## config.mk

```make
export PLATFORM = sky130hd
export DESIGN_NAME = glyph_dot_emitter_5x7
export DESIGN_NICKNAME = d
export VERILOG_FILES = /design/src/sv/gde_pkg.sv /design/src/sv/gde_front.sv /design/src/sv/gde_queue.sv /design/src/sv/gde_back.sv /design/src/sv/glyph_dot_emitter_5x7.sv
export SDC_FILE = /design/constraint.sdc
export NUM_CORES = 1
export LEC_CHECK = 0
export ABC_CLOCK_PERIOD_IN_PS = 21600
export BUFFER_PORTS_ARGS = -buffer_cell sky130_fd_sc_hd__buf_4
export CAP_MARGIN = 10
export CORE_UTILIZATION = 40
export DETAILED_ROUTE_END_ITERATION = 12
export GPL_TIMING_DRIVEN = 0
export PLACE_DENSITY = 0.52
export RECOVER_POWER = 50
export SETUP_SLACK_MARGIN = 0.02
export SLEW_MARGIN = 30
export SYNTH_ARGS = -nofsm -noshare
export SYNTH_HDL_FRONTEND = slang
export SYNTH_HIERARCHICAL = 1
export SYNTH_SLANG_ARGS = --single-unit
```

## constraint.sdc

```tcl
create_clock -name clk_i -period 21.6 [get_ports clk_i]
set_clock_uncertainty 0.2 [all_clocks]
set_input_delay 3.24 -clock clk_i [delete_from_list [all_inputs] [get_ports clk_i]]
set_output_delay 3.24 -clock clk_i [all_outputs]
set_load 0.005 [all_outputs]
```

## src/sv/gde_pkg.sv

```systemverilog
// Shared types, constants and helpers for the 5x7 glyph dot emitter.
// Holds the font table, the queue entry and the lookup, size and saturation helpers.
// Depends on nothing else; every other design file imports it.
`default_nettype none

package gde_pkg;

  localparam int GlyphRows = 7;
  localparam int GlyphCols = 5;
  localparam int GlyphBits = GlyphRows * GlyphCols;
  localparam int NumGlyphs = 42;

  localparam logic [5:0] GlyphDigit0 = 6'd26;
  localparam logic [5:0] GlyphColon  = 6'd36;
  localparam logic [5:0] GlyphPeriod = 6'd37;
  localparam logic [5:0] GlyphMinus  = 6'd38;
  localparam logic [5:0] GlyphUnder  = 6'd39;
  localparam logic [5:0] GlyphBox    = 6'd40;
  localparam logic [5:0] GlyphBlank  = 6'd41;

  localparam logic [7:0] DotScaleNum = 8'd236;

  // Row 0 sits in the top five bits, the leftmost column of each row first.
  localparam logic [GlyphBits-1:0] FontRom [NumGlyphs] = '{
    {5'h0E, 5'h11, 5'h11, 5'h1F, 5'h11, 5'h11, 5'h11},
    {5'h1E, 5'h11, 5'h11, 5'h1E, 5'h11, 5'h11, 5'h1E},
    {5'h0F, 5'h10, 5'h10, 5'h10, 5'h10, 5'h10, 5'h0F},
    {5'h1E, 5'h11, 5'h11, 5'h11, 5'h11, 5'h11, 5'h1E},
    {5'h1F, 5'h10, 5'h10, 5'h1E, 5'h10, 5'h10, 5'h1F},
    {5'h1F, 5'h10, 5'h10, 5'h1E, 5'h10, 5'h10, 5'h10},
    {5'h0F, 5'h10, 5'h10, 5'h17, 5'h11, 5'h11, 5'h0F},
    {5'h11, 5'h11, 5'h11, 5'h1F, 5'h11, 5'h11, 5'h11},
    {5'h1F, 5'h04, 5'h04, 5'h04, 5'h04, 5'h04, 5'h1F},
    {5'h01, 5'h01, 5'h01, 5'h01, 5'h11, 5'h11, 5'h0E},
    {5'h11, 5'h12, 5'h14, 5'h18, 5'h14, 5'h12, 5'h11},
    {5'h10, 5'h10, 5'h10, 5'h10, 5'h10, 5'h10, 5'h1F},
    {5'h11, 5'h1B, 5'h15, 5'h15, 5'h11, 5'h11, 5'h11},
    {5'h11, 5'h19, 5'h15, 5'h13, 5'h11, 5'h11, 5'h11},
    {5'h0E, 5'h11, 5'h11, 5'h11, 5'h11, 5'h11, 5'h0E},
    {5'h1E, 5'h11, 5'h11, 5'h1E, 5'h10, 5'h10, 5'h10},
    {5'h0E, 5'h11, 5'h11, 5'h11, 5'h15, 5'h12, 5'h0D},
    {5'h1E, 5'h11, 5'h11, 5'h1E, 5'h14, 5'h12, 5'h11},
    {5'h0F, 5'h10, 5'h10, 5'h0E, 5'h01, 5'h01, 5'h1E},
    {5'h1F, 5'h04, 5'h04, 5'h04, 5'h04, 5'h04, 5'h04},
    {5'h11, 5'h11, 5'h11, 5'h11, 5'h11, 5'h11, 5'h0E},
    {5'h11, 5'h11, 5'h11, 5'h11, 5'h11, 5'h0A, 5'h04},
    {5'h11, 5'h11, 5'h11, 5'h15, 5'h15, 5'h1B, 5'h11},
    {5'h11, 5'h11, 5'h0A, 5'h04, 5'h0A, 5'h11, 5'h11},
    {5'h11, 5'h11, 5'h0A, 5'h04, 5'h04, 5'h04, 5'h04},
    {5'h1F, 5'h01, 5'h02, 5'h04, 5'h08, 5'h10, 5'h1F},
    {5'h0E, 5'h11, 5'h13, 5'h15, 5'h19, 5'h11, 5'h0E},
    {5'h04, 5'h0C, 5'h14, 5'h04, 5'h04, 5'h04, 5'h1F},
    {5'h0E, 5'h11, 5'h01, 5'h06, 5'h08, 5'h10, 5'h1F},
    {5'h1E, 5'h01, 5'h01, 5'h0E, 5'h01, 5'h01, 5'h1E},
    {5'h02, 5'h06, 5'h0A, 5'h12, 5'h1F, 5'h02, 5'h02},
    {5'h1F, 5'h10, 5'h10, 5'h1E, 5'h01, 5'h01, 5'h1E},
    {5'h07, 5'h08, 5'h10, 5'h1E, 5'h11, 5'h11, 5'h0E},
    {5'h1F, 5'h01, 5'h02, 5'h04, 5'h08, 5'h08, 5'h08},
    {5'h0E, 5'h11, 5'h11, 5'h0E, 5'h11, 5'h11, 5'h0E},
    {5'h0E, 5'h11, 5'h11, 5'h0F, 5'h01, 5'h02, 5'h1C},
    {5'h00, 5'h04, 5'h00, 5'h00, 5'h00, 5'h04, 5'h00},
    {5'h00, 5'h00, 5'h00, 5'h00, 5'h00, 5'h06, 5'h06},
    {5'h00, 5'h00, 5'h00, 5'h1F, 5'h00, 5'h00, 5'h00},
    {5'h00, 5'h00, 5'h00, 5'h00, 5'h00, 5'h00, 5'h1F},
    {5'h1F, 5'h11, 5'h11, 5'h11, 5'h11, 5'h11, 5'h1F},
    {5'h00, 5'h00, 5'h00, 5'h00, 5'h00, 5'h00, 5'h00}
  };

  typedef struct packed {
    logic [GlyphBits-1:0] bitmap;
    logic signed [15:0]   pen_x;
    logic signed [15:0]   pen_y;
    logic [11:0]          pitch;
    logic [11:0]          side;
    logic [31:0]          color;
  } gde_job_t;

  typedef struct packed {
    logic signed [15:0] x;
    logic signed [15:0] y;
    logic [11:0]        size;
    logic [31:0]        color;
    logic               last;
  } gde_dot_t;

  typedef struct packed {
    logic full;
    logic empty;
  } gde_qstat_t;

  typedef enum logic {
    ST_IDLE,
    ST_RUN
  } gde_state_e;

  function automatic logic [5:0] glyph_index(input logic [7:0] code);
    logic [7:0] c;
    logic [5:0] idx;
    c = code;
    if (c >= 8'h61 && c <= 8'h7A) begin
      c = c - 8'h20;
    end
    if (c >= 8'h41 && c <= 8'h5A) begin
      idx = 6'(c - 8'h41);
    end else if (c >= 8'h30 && c <= 8'h39) begin
      idx = GlyphDigit0 + 6'(c - 8'h30);
    end else begin
      case (c)
        8'h3A:   idx = GlyphColon;
        8'h2E:   idx = GlyphPeriod;
        8'h2D:   idx = GlyphMinus;
        8'h5F:   idx = GlyphUnder;
        8'h20:   idx = GlyphBlank;
        default: idx = GlyphBox;
      endcase
    end
    return idx;
  endfunction

  function automatic logic [11:0] side_of(input logic [11:0] pitch);
    logic [19:0] prod;
    prod = pitch * DotScaleNum;
    return prod[19:8];
  endfunction

  function automatic logic signed [15:0] sat16(input logic signed [17:0] v);
    logic signed [15:0] r;
    if (v > 18'sd32767) begin
      r = 16'sh7FFF;
    end else if (v < -18'sd32768) begin
      r = 16'sh8000;
    end else begin
      r = v[15:0];
    end
    return r;
  endfunction

endpackage

`default_nettype wire

```

## src/sv/gde_front.sv

```systemverilog
// Front end of the glyph dot emitter: accepts characters, keeps the pen state.
// Looks each code up in the font table and pushes a job to the queue.
// Depends on gde_pkg.
`default_nettype none

module gde_front #(
  parameter int FRACTION_BITS = 4
) (
  input  wire logic               clk_i,
  input  wire logic               rst_ni,
  input  wire logic               accept_i,
  input  wire logic [7:0]         char_code_i,
  input  wire logic               first_char_i,
  input  wire logic signed [15:0] origin_x_i,
  input  wire logic signed [15:0] origin_y_i,
  input  wire logic [11:0]        cell_size_i,
  input  wire logic [31:0]        ink_color_i,
  output gde_pkg::gde_job_t       job_o
);
  import gde_pkg::*;

  localparam logic [11:0] DefPitch = 12'(2 << FRACTION_BITS);
  localparam logic [11:0] DefSide  = side_of(DefPitch);

  logic signed [15:0] pen_x_q, pen_x_d;
  logic signed [15:0] pen_y_q, pen_y_d;
  logic [11:0]        pitch_q, pitch_d;
  logic [11:0]        side_q, side_d;
  logic [31:0]        color_q, color_d;
  logic [14:0]        advance;
  logic signed [17:0] pen_sum;

  always_comb begin
    if (first_char_i) begin
      pen_x_d = origin_x_i;
      pen_y_d = origin_y_i;
      pitch_d = (cell_size_i == 12'd0) ? DefPitch : cell_size_i;
      side_d  = side_of(pitch_d);
      color_d = ink_color_i;
    end else begin
      pen_x_d = pen_x_q;
      pen_y_d = pen_y_q;
      pitch_d = pitch_q;
      side_d  = side_q;
      color_d = color_q;
    end
    advance = {1'b0, pitch_d, 2'b00} + {2'b00, pitch_d, 1'b0};
    pen_sum = 18'(pen_x_d) + $signed({3'b000, advance});
  end

  assign job_o.bitmap = FontRom[glyph_index(char_code_i)];
  assign job_o.pen_x  = pen_x_d;
  assign job_o.pen_y  = pen_y_d;
  assign job_o.pitch  = pitch_d;
  assign job_o.side   = side_d;
  assign job_o.color  = color_d;

  always_ff @(posedge clk_i or negedge rst_ni) begin
    if (!rst_ni) begin
      pen_x_q <= '0;
      pen_y_q <= '0;
      pitch_q <= DefPitch;
      side_q  <= DefSide;
      color_q <= '0;
    end else if (accept_i) begin
      pen_x_q <= sat16(pen_sum);
      pen_y_q <= pen_y_d;
      pitch_q <= pitch_d;
      side_q  <= side_d;
      color_q <= color_d;
    end
  end

endmodule

`default_nettype wire

```

## src/sv/gde_queue.sv

```systemverilog
// Short job queue between the front and back ends of the glyph dot emitter.
// A small register ring with a fill count; depends on gde_pkg.
`default_nettype none

module gde_queue #(
  parameter int DEPTH = 2
) (
  input  wire logic         clk_i,
  input  wire logic         rst_ni,
  input  wire logic         push_i,
  input  wire gde_pkg::gde_job_t push_data_i,
  input  wire logic         pop_i,
  output gde_pkg::gde_job_t pop_data_o,
  output gde_pkg::gde_qstat_t stat_o
);
  import gde_pkg::*;

  localparam int PtrW = (DEPTH > 1) ? $clog2(DEPTH) : 1;
  localparam int CntW = $clog2(DEPTH + 1);
  localparam logic [PtrW-1:0] LastPtr = PtrW'(DEPTH - 1);
  localparam logic [CntW-1:0] FullCnt = CntW'(DEPTH);

  gde_job_t        ring_q [DEPTH];
  logic [PtrW-1:0] wr_q, wr_d;
  logic [PtrW-1:0] rd_q, rd_d;
  logic [CntW-1:0] cnt_q, cnt_d;

  always_comb begin
    wr_d  = wr_q;
    rd_d  = rd_q;
    cnt_d = cnt_q;
    if (push_i) begin
      wr_d = (wr_q == LastPtr) ? '0 : wr_q + 1'b1;
    end
    if (pop_i) begin
      rd_d = (rd_q == LastPtr) ? '0 : rd_q + 1'b1;
    end
    if (push_i && !pop_i) begin
      cnt_d = cnt_q + 1'b1;
    end else if (pop_i && !push_i) begin
      cnt_d = cnt_q - 1'b1;
    end
  end

  always_ff @(posedge clk_i or negedge rst_ni) begin
    if (!rst_ni) begin
      wr_q  <= '0;
      rd_q  <= '0;
      cnt_q <= '0;
    end else begin
      wr_q  <= wr_d;
      rd_q  <= rd_d;
      cnt_q <= cnt_d;
    end
  end

  always_ff @(posedge clk_i) begin
    if (push_i) begin
      ring_q[wr_q] <= push_data_i;
    end
  end

  assign pop_data_o   = ring_q[rd_q];
  assign stat_o.full  = (cnt_q == FullCnt);
  assign stat_o.empty = (cnt_q == '0);

endmodule

`default_nettype wire

```

## src/sv/gde_back.sv

```systemverilog
// Glyph dot emitter back end: walks a bitmap one cell a cycle unless stalled.
// Emits one dot per lit cell through an output register; depends on gde_pkg.
`default_nettype none

module gde_back (
  input  wire logic           clk_i,
  input  wire logic           rst_ni,
  input  wire gde_pkg::gde_qstat_t qstat_i,
  input  wire gde_pkg::gde_job_t   job_i,
  output logic                pop_o,
  output logic                dot_valid_o,
  input  wire logic           dot_ready_i,
  output gde_pkg::gde_dot_t   dot_o
);
  import gde_pkg::*;

  localparam logic [2:0] LastCol = 3'(GlyphCols - 1);

  gde_state_e           state_q, state_d;
  logic [GlyphBits-1:0] bm_q, rest;
  logic [2:0]           col_q;
  logic signed [17:0]   x_q, y_q, base_q;
  logic [11:0]          pitch_q, side_q;
  logic [31:0]          color_q;
  logic                 ov_q;
  gde_dot_t             dot_q;
  logic                 out_free, step, emit, load;

  assign rest     = {bm_q[GlyphBits-2:0], 1'b0};
  assign out_free = !ov_q || dot_ready_i;

  always_comb begin
    state_d = state_q;
    case (state_q)
      ST_IDLE: begin
        if (!qstat_i.empty && job_i.bitmap != '0) begin
          state_d = ST_RUN;
        end
      end
      ST_RUN: begin
        if (step && rest == '0) begin
          state_d = ST_IDLE;
        end
      end
      default: state_d = ST_IDLE;
    endcase
  end

  always_comb begin
    load = 1'b0;
    step = 1'b0;
    emit = 1'b0;
    case (state_q)
      ST_IDLE: begin
        load = !qstat_i.empty;
      end
      ST_RUN: begin
        step = !bm_q[GlyphBits-1] || out_free;
        emit = bm_q[GlyphBits-1] && out_free;
      end
      default: begin
        load = 1'b0;
      end
    endcase
  end

  assign pop_o = load;

  always_ff @(posedge clk_i or negedge rst_ni) begin
    if (!rst_ni) begin
      state_q <= ST_IDLE;
      ov_q    <= 1'b0;
    end else begin
      state_q <= state_d;
      if (emit) begin
        ov_q <= 1'b1;
      end else if (dot_ready_i) begin
        ov_q <= 1'b0;
      end
    end
  end

  always_ff @(posedge clk_i) begin
    if (load) begin
      bm_q    <= job_i.bitmap;
      col_q   <= '0;
      x_q     <= 18'(job_i.pen_x);
      base_q  <= 18'(job_i.pen_x);
      y_q     <= 18'(job_i.pen_y);
      pitch_q <= job_i.pitch;
      side_q  <= job_i.side;
      color_q <= job_i.color;
    end else if (step) begin
      bm_q <= rest;
      if (col_q == LastCol) begin
        col_q <= '0;
        x_q   <= base_q;
        y_q   <= y_q + $signed({6'd0, pitch_q});
      end else begin
        col_q <= col_q + 1'b1;
        x_q   <= x_q + $signed({6'd0, pitch_q});
      end
    end
    if (emit) begin
      dot_q.x     <= sat16(x_q);
      dot_q.y     <= sat16(y_q);
      dot_q.size  <= side_q;
      dot_q.color <= color_q;
      dot_q.last  <= (rest == '0);
    end
  end

  assign dot_valid_o = ov_q;
  assign dot_o       = dot_q;

endmodule

`default_nettype wire

```

## src/sv/glyph_dot_emitter_5x7.sv

```systemverilog
// Top level of the 5x7 glyph dot emitter: front end, job queue, back end.
// Depends on gde_pkg, gde_front, gde_queue and gde_back.
//
// Channel  Direction  Handshake                     Moves
// s_axis   in         s_axis_tvalid/s_axis_tready   one character request
// m_axis   out        m_axis_tvalid/m_axis_tready   one dot request
//
// Each character is first loaded from the queue as a job, then the back end walks
// one font cell per cycle, unless the output stalls, up to its last lit cell,
// at most 35 cells; the cell walk of the back end bounds each character. A blank
// character is only loaded and never walked. The queue holds QUEUE_DEPTH
// characters, so the input keeps accepting while the back end draws, until full.
// Reset is asynchronous and active low and returns the pen to its defaults.
// A stall on the output holds the back end on the next lit cell only.
`default_nettype none

module glyph_dot_emitter_5x7 #(
  parameter int FRACTION_BITS = 4,
  parameter int QUEUE_DEPTH   = 2
) (
  input  wire logic        clk_i,
  input  wire logic        rst_ni,
  input  wire logic        s_axis_tvalid,
  output logic             s_axis_tready,
  // char_code[7:0], origin_x[23:8], origin_y[39:24], cell_size[51:40],
  // ink_color[83:52], zero fill[87:84]
  input  wire logic [87:0] s_axis_tdata,
  // first_char[0]
  input  wire logic        s_axis_tuser,
  output logic             m_axis_tvalid,
  input  wire logic        m_axis_tready,
  // dot_x[15:0], dot_y[31:16], dot_size[43:32], dot_color[75:44],
  // zero fill[79:76]
  output logic [79:0]      m_axis_tdata,
  // last_dot
  output logic             m_axis_tlast
);
  import gde_pkg::*;

  gde_job_t   push_job, pop_job;
  gde_qstat_t qstat;
  gde_dot_t   dot;
  logic       push, pop;

  assign s_axis_tready = !qstat.full;
  assign push          = s_axis_tvalid && s_axis_tready;

  gde_front #(
    .FRACTION_BITS(FRACTION_BITS)
  ) u_front (
    .clk_i       (clk_i),
    .rst_ni      (rst_ni),
    .accept_i    (push),
    .char_code_i (s_axis_tdata[7:0]),
    .first_char_i(s_axis_tuser),
    .origin_x_i  ($signed(s_axis_tdata[23:8])),
    .origin_y_i  ($signed(s_axis_tdata[39:24])),
    .cell_size_i (s_axis_tdata[51:40]),
    .ink_color_i (s_axis_tdata[83:52]),
    .job_o       (push_job)
  );

  gde_queue #(
    .DEPTH(QUEUE_DEPTH)
  ) u_queue (
    .clk_i      (clk_i),
    .rst_ni     (rst_ni),
    .push_i     (push),
    .push_data_i(push_job),
    .pop_i      (pop),
    .pop_data_o (pop_job),
    .stat_o     (qstat)
  );

  gde_back u_back (
    .clk_i      (clk_i),
    .rst_ni     (rst_ni),
    .qstat_i    (qstat),
    .job_i      (pop_job),
    .pop_o      (pop),
    .dot_valid_o(m_axis_tvalid),
    .dot_ready_i(m_axis_tready),
    .dot_o      (dot)
  );

  assign m_axis_tdata = {4'd0, dot.color, dot.size, dot.y, dot.x};
  assign m_axis_tlast = dot.last;

  a_no_pop_empty: assert property (@(posedge clk_i) disable iff (!rst_ni)
    pop |-> !qstat.empty)
    else $error("queue popped while empty");

  a_no_push_full: assert property (@(posedge clk_i) disable iff (!rst_ni)
    push |-> !qstat.full)
    else $error("queue pushed while full");

  a_stat_exclusive: assert property (@(posedge clk_i) disable iff (!rst_ni)
    !(qstat.full && qstat.empty))
    else $error("queue reports full and empty together");

endmodule

`default_nettype wire

```

==> results of run 1 <==
[report_power, final]
group          switching [mW]  total [mW]  internal [mW]
Sequential              0.127        1.77           1.64
Combinational           0.900        1.59          0.690
Clock                   0.434        1.09          0.657
[state kept, by name, summed over array words and instances (netlist names), 18 cells and up]
register and cells:
u_back/color_q 32, u_queue/ring_q 246, u_back/x_q 18, u_back/y_q 18, u_back/bm_q 35, u_back/dot_o 77, u_front/color_q 32
[area by class of cell]
class / instances / share of cell area, %
antenna: 2 / 0.01502
timing repair buffer: 182 / 4.577
clock inverter: 38 / 1.393
clock buffer: 76 / 5.024
buffer: 108 / 1.359
inverter: 91 / 1.025
multi-input combinational: 1516 / 33.83
tap: 940 / 3.529
sequential: 563 / 49.25
[placed cells by master, fill, tap and decap left out, drive strengths merged, types with 22 or more instances in the layout]
master  instances
inv            92
o21ai          63
nand3          31
edfxtp        466
xnor2          27
nand2         278
clkbuf        166
ha            121
buf           200
nor3           34
dfrtp          89
fa             31
a21oi         127
nor4           22
xor2           26
clkinv         22
mux2          270
nor2          194
[cells in the mapped netlist, drive strengths merged (22+ instances only)]
cell	instances
a21oi	127
buf	53
clkbuf	55
dfrtp	89
edfxtp	466
fa	31
ha	121
inv	91
mux2	270
nand2	278
nand3	31
nor2	194
nor3	34
nor4	22
o21ai	63
xnor2	27
xor2	26
[kinds of logic after synthesis]
logic type / count (synthesis) / synth area share, %
DFF: 563 / 57.10
AOI/OAI and AO/OA: 358 / 8.532
other: 1 / 0.01305
and+or+nand+nor: 666 / 10.49
adders and majority gates: 152 / 7.426
muxes: 283 / 11.81
xor gates and xnor gates: 53 / 1.615
buffers and inverters: 199 / 3.012
[worst min path at each step]
stage | endpoint | slack, ns | cells past startpoint
after CTS | u_back/dot_o[41] | 0.21 | 0
final | u_back/dot_o[10] | 0.21 | 0
after detailed placement | u_back/dot_o[30] | 0.20 | 0
after floorplan | u_back/dot_o[10] | 0.20 | 0
after global routing | u_back/dot_o[36] | 0.22 | 0
after global placement | u_back/dot_o[6] | 0.20 | 0
[routing by layer]
layer  up-vias  GRT usage (%)  share of wire [%]
met5         -              0                  0
met4         0          6.086                2.6
met3       107          2.258                3.8
met2       422          32.09                 46
met1      9303          28.53                 48
li1       8826              -                  -
[per-stage QoR]
stage / setup slack (ns) / instance area (um2) / std cells / hold WS (ns)
after floorplan: 11.81 / 28760 / 2278 / 0.2003
after global placement: 7.348 / 31160 / 3382 / 0.2008
after detailed placement: 11.74 / 31680 / 3400 / 0.2045
after CTS: 12.36 / 33810 / 3514 / 0.2146
after global routing: 11.62 / 33320 / 3516 / 0.2203
final: 12.02 / 33320 / 3516 / 0.2109
==> out/qor.csv, run 1 <==
metric,value,unit
main flop type after synthesis,edfxtp_1,
CP Data Arrival Time,9.84,ns
HP Class,register to register,
worst slew pin tran,3.947,ns
CTS Hold Bufs,0,
hold_sp,u_back/color_q[9],
syn_area_per_cell,12.63,um2
nets,2767,
CP endpoint,u_front/pen_x_q[8],
routability cong.,0.8922,
initial core utilization,40.76,%
Most common cell on crit path,a21oi_1,
DR pass1 iterations,5,
Worst Setup Start Kind,input pin,
Fin. Hold Viols,0,
flop-to-flop setup slack,15.69,ns
number of library cell types mapped by synthesis,106,
TritonCTS clock tree,yes,
Worst Path Required,21.86,ns
die width,270.1,um
TNS Setup,0,ns
CTS Buf Count,60,
# rows,97,
CTS Root Cell,clkbuf_16,
Power Dens Cells,133.5,nW/um2
I/O pin cnt,176,
area of the core,70510,um2
synthesis-to-layout area growth,15.93,%
outcome,"finished, violations left",
Routed WL per cell,21.01,um
Crit path depth,24,
mapped cell area,28740,um2
GRT Total Usage,20.04,%
Worst path slowest cell,clkbuf_1,
CP peak stage delay,0.63,ns
Reg-to-Reg End,u_back/color_q[9],
minimum clock period,9.577,ns
"Core Util, Final",47.26,%
Detail Route Antenna Nets,0,
CTS sink count,563,
Clock Latency Late Sink,0.63,ns
Leak,12.86,nW
vias per inst,5.307,
Worst-path clk slew,0.06,ns
post-CTS sizing,0,
Post-synth ARST share,16.70,%
via count,18658,
"Seq/Total Area, Yosys",57.10,%
H-tree Lvls,2,
synth top area cells,"edfxtp_1, mux2_2, dfrtp_1",
Die Area,72940,um2
VDD IR-drop max,0.06942,mV
RSZ-0062 raised after global routing,false,
CP Max Fanout,10,
R2R Path Start,u_queue/cnt_q[0],
first-pass GRT wire length,112.5,mm
Initial DRC Count,1278,
final WL,73.86,mm
Worst setup EP type,register,
slew margin rel.,-163.1,%
final setup vio count,0,
Register Area,16410,um2
Port Buffers,164,
yosys warns,6,
register bit count reported by yosys,563,
"Period Utilization, post-route",44.34,%
fillers,6431,
Setup CP Type,input pin to register,
Gate Count Post-Synth,2275,
grt ovf,0,
R2R cell count,6,
hpwl dp,54.19,mm
vias in the first global route,18755,
failing checks,"max-capacitance violations, max-slew violations",
worst-case clock buffer depth,3,
Slew Limit Fails,243,
post-synth top area cell,edfxtp_1,
max cap viols,7,
f_max,0.1044,GHz
"Setup Fix Bufs, Post-CTS",0,
"CP delay by family, top",compound AO/OA/AOI/OAI gates,
die height,270.1,um
CP cell instances,"clkbuf_1, buf_1, buf_1, mux2_2, ha_1, fa_1, nand2_1, nand2_1, a21oi_1, a21oi_1, a211o_1, a31o_2, xor2_1, ha_1, nand2_1, nor2_1, o2bb2ai_1, a311o_1, a21o_1, a21o_1, a21oi_1, o21a_1, clkbuf_1, a21oi_1",
initial antenna violation count,4,
drc violations,0,
Post-synth EDFFs,466,
Buf/Inv on CP,4,
largest net degree at the start of global routing,63,
area of the multi-input gates,11270,um2
crit path launch,s_axis_tuser,
Synth top area share,48.68,%
layout cells sized above 1,21.29,%
Power Total,4.447,mW
No activity file was read; power rests on OpenSTA's default activity.
==> run 2: changes to the inputs <==
Settings changed: ABC_AREA set to 1, ABC_CLOCK_PERIOD_IN_PS 21600 to 9400.
Clock period 21.6 ns to 9.4 ns, I/O delays scaled along.
==> run 2 against run 1 <==
Against the previous run:
- the flow still finishes with violations (max-capacitance violations, max-slew violations)
- worst setup slack worse by 9.5 ns
- total power up 140%
- die area up 1.0%
- via count is 7.0% higher
- cell area increased by 0.23%
- clock power up 120%
- non-clock buffer count is 14 lower
- sequential power up 140%
- hold slack improved by 0.0048 ns
- area after synthesis rose by 1.0%
- critical path type is now register to register
- largest power group unchanged
- highest routed layer unchanged
==> out/qor.csv, run 2 <==
metric,value,unit
VDD IR-drop max,0.1594,mV
Routed WL per cell,18.70,um
Worst Path Required,9.71,ns
CP Data Arrival Time,7.14,ns
most common cell in the netlist,nand2_1,
Post-synth ARST share,16.70,%
Slew Limit Fails,252,
worst slew pin tran,3.908,ns
largest net degree at the start of global routing,95,
DRT met1 WL,36.58,mm
"most common cell after layout, fill and taps aside",nand2_1,
max reg flops,246,
initial core utilization,40.56,%
uppermost layer routed,met4,
area of the core,71610,um2
"Period Utilization, post-route",72.65,%
hpwl dp,55.66,mm
vias per inst,4.974,
TritonCTS clock tree,yes,
initial antenna violation count,0,
register bit count reported by yosys,563,
Setup CP Type,register to register,
Register Area,16410,um2
Power Dens Cells,325.0,nW/um2
number of library cell types mapped by synthesis,60,
Gate power share,38.6,%
most frequent cells in the layout,"nand2_1, edfxtp_1, inv_1",
f_max,0.1464,GHz
Power Total,10.85,mW
register with the most flip-flops,u_queue/ring_q,
GRT Total Usage,20.35,%
Detail Route Antenna Nets,0,
vias in the first global route,19867,
"top cells by count, synth","nand2_1, edfxtp_1, inv_1",
Worst-path clk slew,0.06,ns
Post-synth EDFFs,466,
nets,3256,
Worst setup EP type,register,
worst-case clock buffer depth,3,
post-synth top area cell,edfxtp_1,
final WL,75.06,mm
sw frac,36.65,%
CTS Buf Count,61,
CTS Root Cell,clkbuf_16,
die width,271.5,um
layout cells sized above 1,14.17,%
sequential power share,39.4,%
mapped cell area,29040,um2
max cap viols,6,
minimum clock period,6.829,ns
"Seq/Total Area, Yosys",56.51,%
post-CTS sizing,0,
"Setup Fix Bufs, Post-CTS",0,
# rows,98,
H-tree Lvls,2,
slew margin rel.,-160.5,%
CTS sink count,563,
RSZ-0062 raised after global routing,false,
I/O pin cnt,176,
Die Area,73690,um2
final setup vio count,0,
via count,19966,
met2 WL,33.99,mm
Clock Latency Late Sink,0.63,ns
first-pass GRT wire length,115.8,mm
switching pwr,3.978,mW
Gate Count Post-Synth,2758,
Fin. Hold Viols,0,
clock power share,22.1,%
Leak,14.18,nW
Initial DRC Count,1485,
fillers,6771,
TNS Setup,0,ns
Synth top area share,48.18,%
CTS Hold Bufs,0,
area of the multi-input gates,10630,um2
routability cong.,0.9065,
outcome,"finished, violations left",
grt ovf,0,
Port Buffers,165,
main flop type after synthesis,edfxtp_1,
WL met3,3.359,mm
synthesis-to-layout area growth,15.00,%
die height,271.5,um
CP Max Fanout,54,
Int Power,6.876,mW
HP Class,register to register,
yosys warns,6,
drc violations,0,
DR pass1 iterations,5,
synth top area cells,"edfxtp_1, nand2_1, dfrtp_1",
syn_area_per_cell,10.53,um2
Worst Setup Start Kind,register,
failing checks,"max-capacitance violations, max-slew violations",
[run 2: cell count changes in the layout (fill, tap and decap cells not counted), sizes merged, moves of 15 or more]
cell    before  now
clkbuf     166  210
nor3        34   17
nand3       31  157
a21o        19    3
o21ai       63  204
nand2      278  725
mux2       270  123
nor4        22    5
inv         92  332
nor2       194  140
buf        200  143
and2        20    5
[run 2: worst paths after layout]
check	startpoint	endpoint	slack, ns	cells after the start
worst max-delay path	u_queue/cnt_q[0]	u_queue/cnt_q[1]	2.57	11
worst min register to register	u_back/side_q[5]	u_back/dot_o[38]	0.22	0
max in group asynchronous	rst_ni	u_front/color_q[4]	3.72	2
min in group asynchronous	rst_ni	u_front/color_q[24]	1.69	1
worst min-delay path	u_back/side_q[5]	u_back/dot_o[38]	0.22	0
worst max register to register	u_queue/cnt_q[0]	u_queue/cnt_q[1]	2.57	11
[run 2: layout make-up]
cell class | instances | area share, %
clock buffer | 77 | 4.904
clock inverter | 37 | 1.131
inverter | 335 | 3.799
buffer | 89 | 1.382
tap | 950 | 3.559
multi-input combinational | 1774 | 31.82
antenna | 2 | 0.01498
timing repair buffer | 187 | 4.248
sequential | 563 | 49.14
[run 2: metrics by stage]
step | instance area, um2 | utilization (%) | hold WS, ns | setup WS [ns] | instances
CTS | 33900 | 47.33 | 0.2182 | 2.670 | 4011
detailed placement | 31880 | 44.52 | 0.2045 | 2.019 | 3897
floorplan | 29050 | - | 0.2003 | 1.763 | 2761
global route | 33390 | 46.63 | 0.2213 | 1.827 | 4012
finish | 33400 | 46.64 | 0.2157 | 2.571 | 4014
global placement | 31480 | 43.96 | 0.2011 | -2.429 | 3876
[run 2: logic make-up after synthesis]
family                   synth area share, %
flip-flops                             56.51
other                                0.01291
multiplexers                           5.545
adder cells (fa/ha/maj)                7.350
buffers and inverters                  6.173
AND/OR/NAND/NOR                        16.28
AO/OA/AOI/OAI                          6.622
XOR/XNOR                               1.508
[run 2: layer usage]
layer | up-vias | global-route usage, %
li1 | 9796 | -
met1 | 9652 | 29.84
met2 | 440 | 32.02
met3 | 78 | 2.804
met4 | 0 | 4.376
met5 | - | 0
[run 2: critical path, stage by stage, from the launching register on]
cell and delay (ns):
dfrtp_1 0.42, nor2_1 0.15, nor2_1 0.38, clkbuf_1 0.49, clkbuf_1 1.26, clkbuf_1 2.82
inv_1 0.18, ha_1 0.46, inv_1 0.08, nand3_1 0.08, nand2_1 0.06, nand2_1 0.05
[run 2: power groups by stage]
stage               registers [mW]  logic [mW]  clock network, mW
floorplan                     4.31        2.98                  0
global placement              4.44        4.23                  0
detailed placement            4.32        4.43                  0
CTS                           4.27        4.46               2.46
global route                  4.36        4.72               2.55
finish                        4.27        4.19               2.40
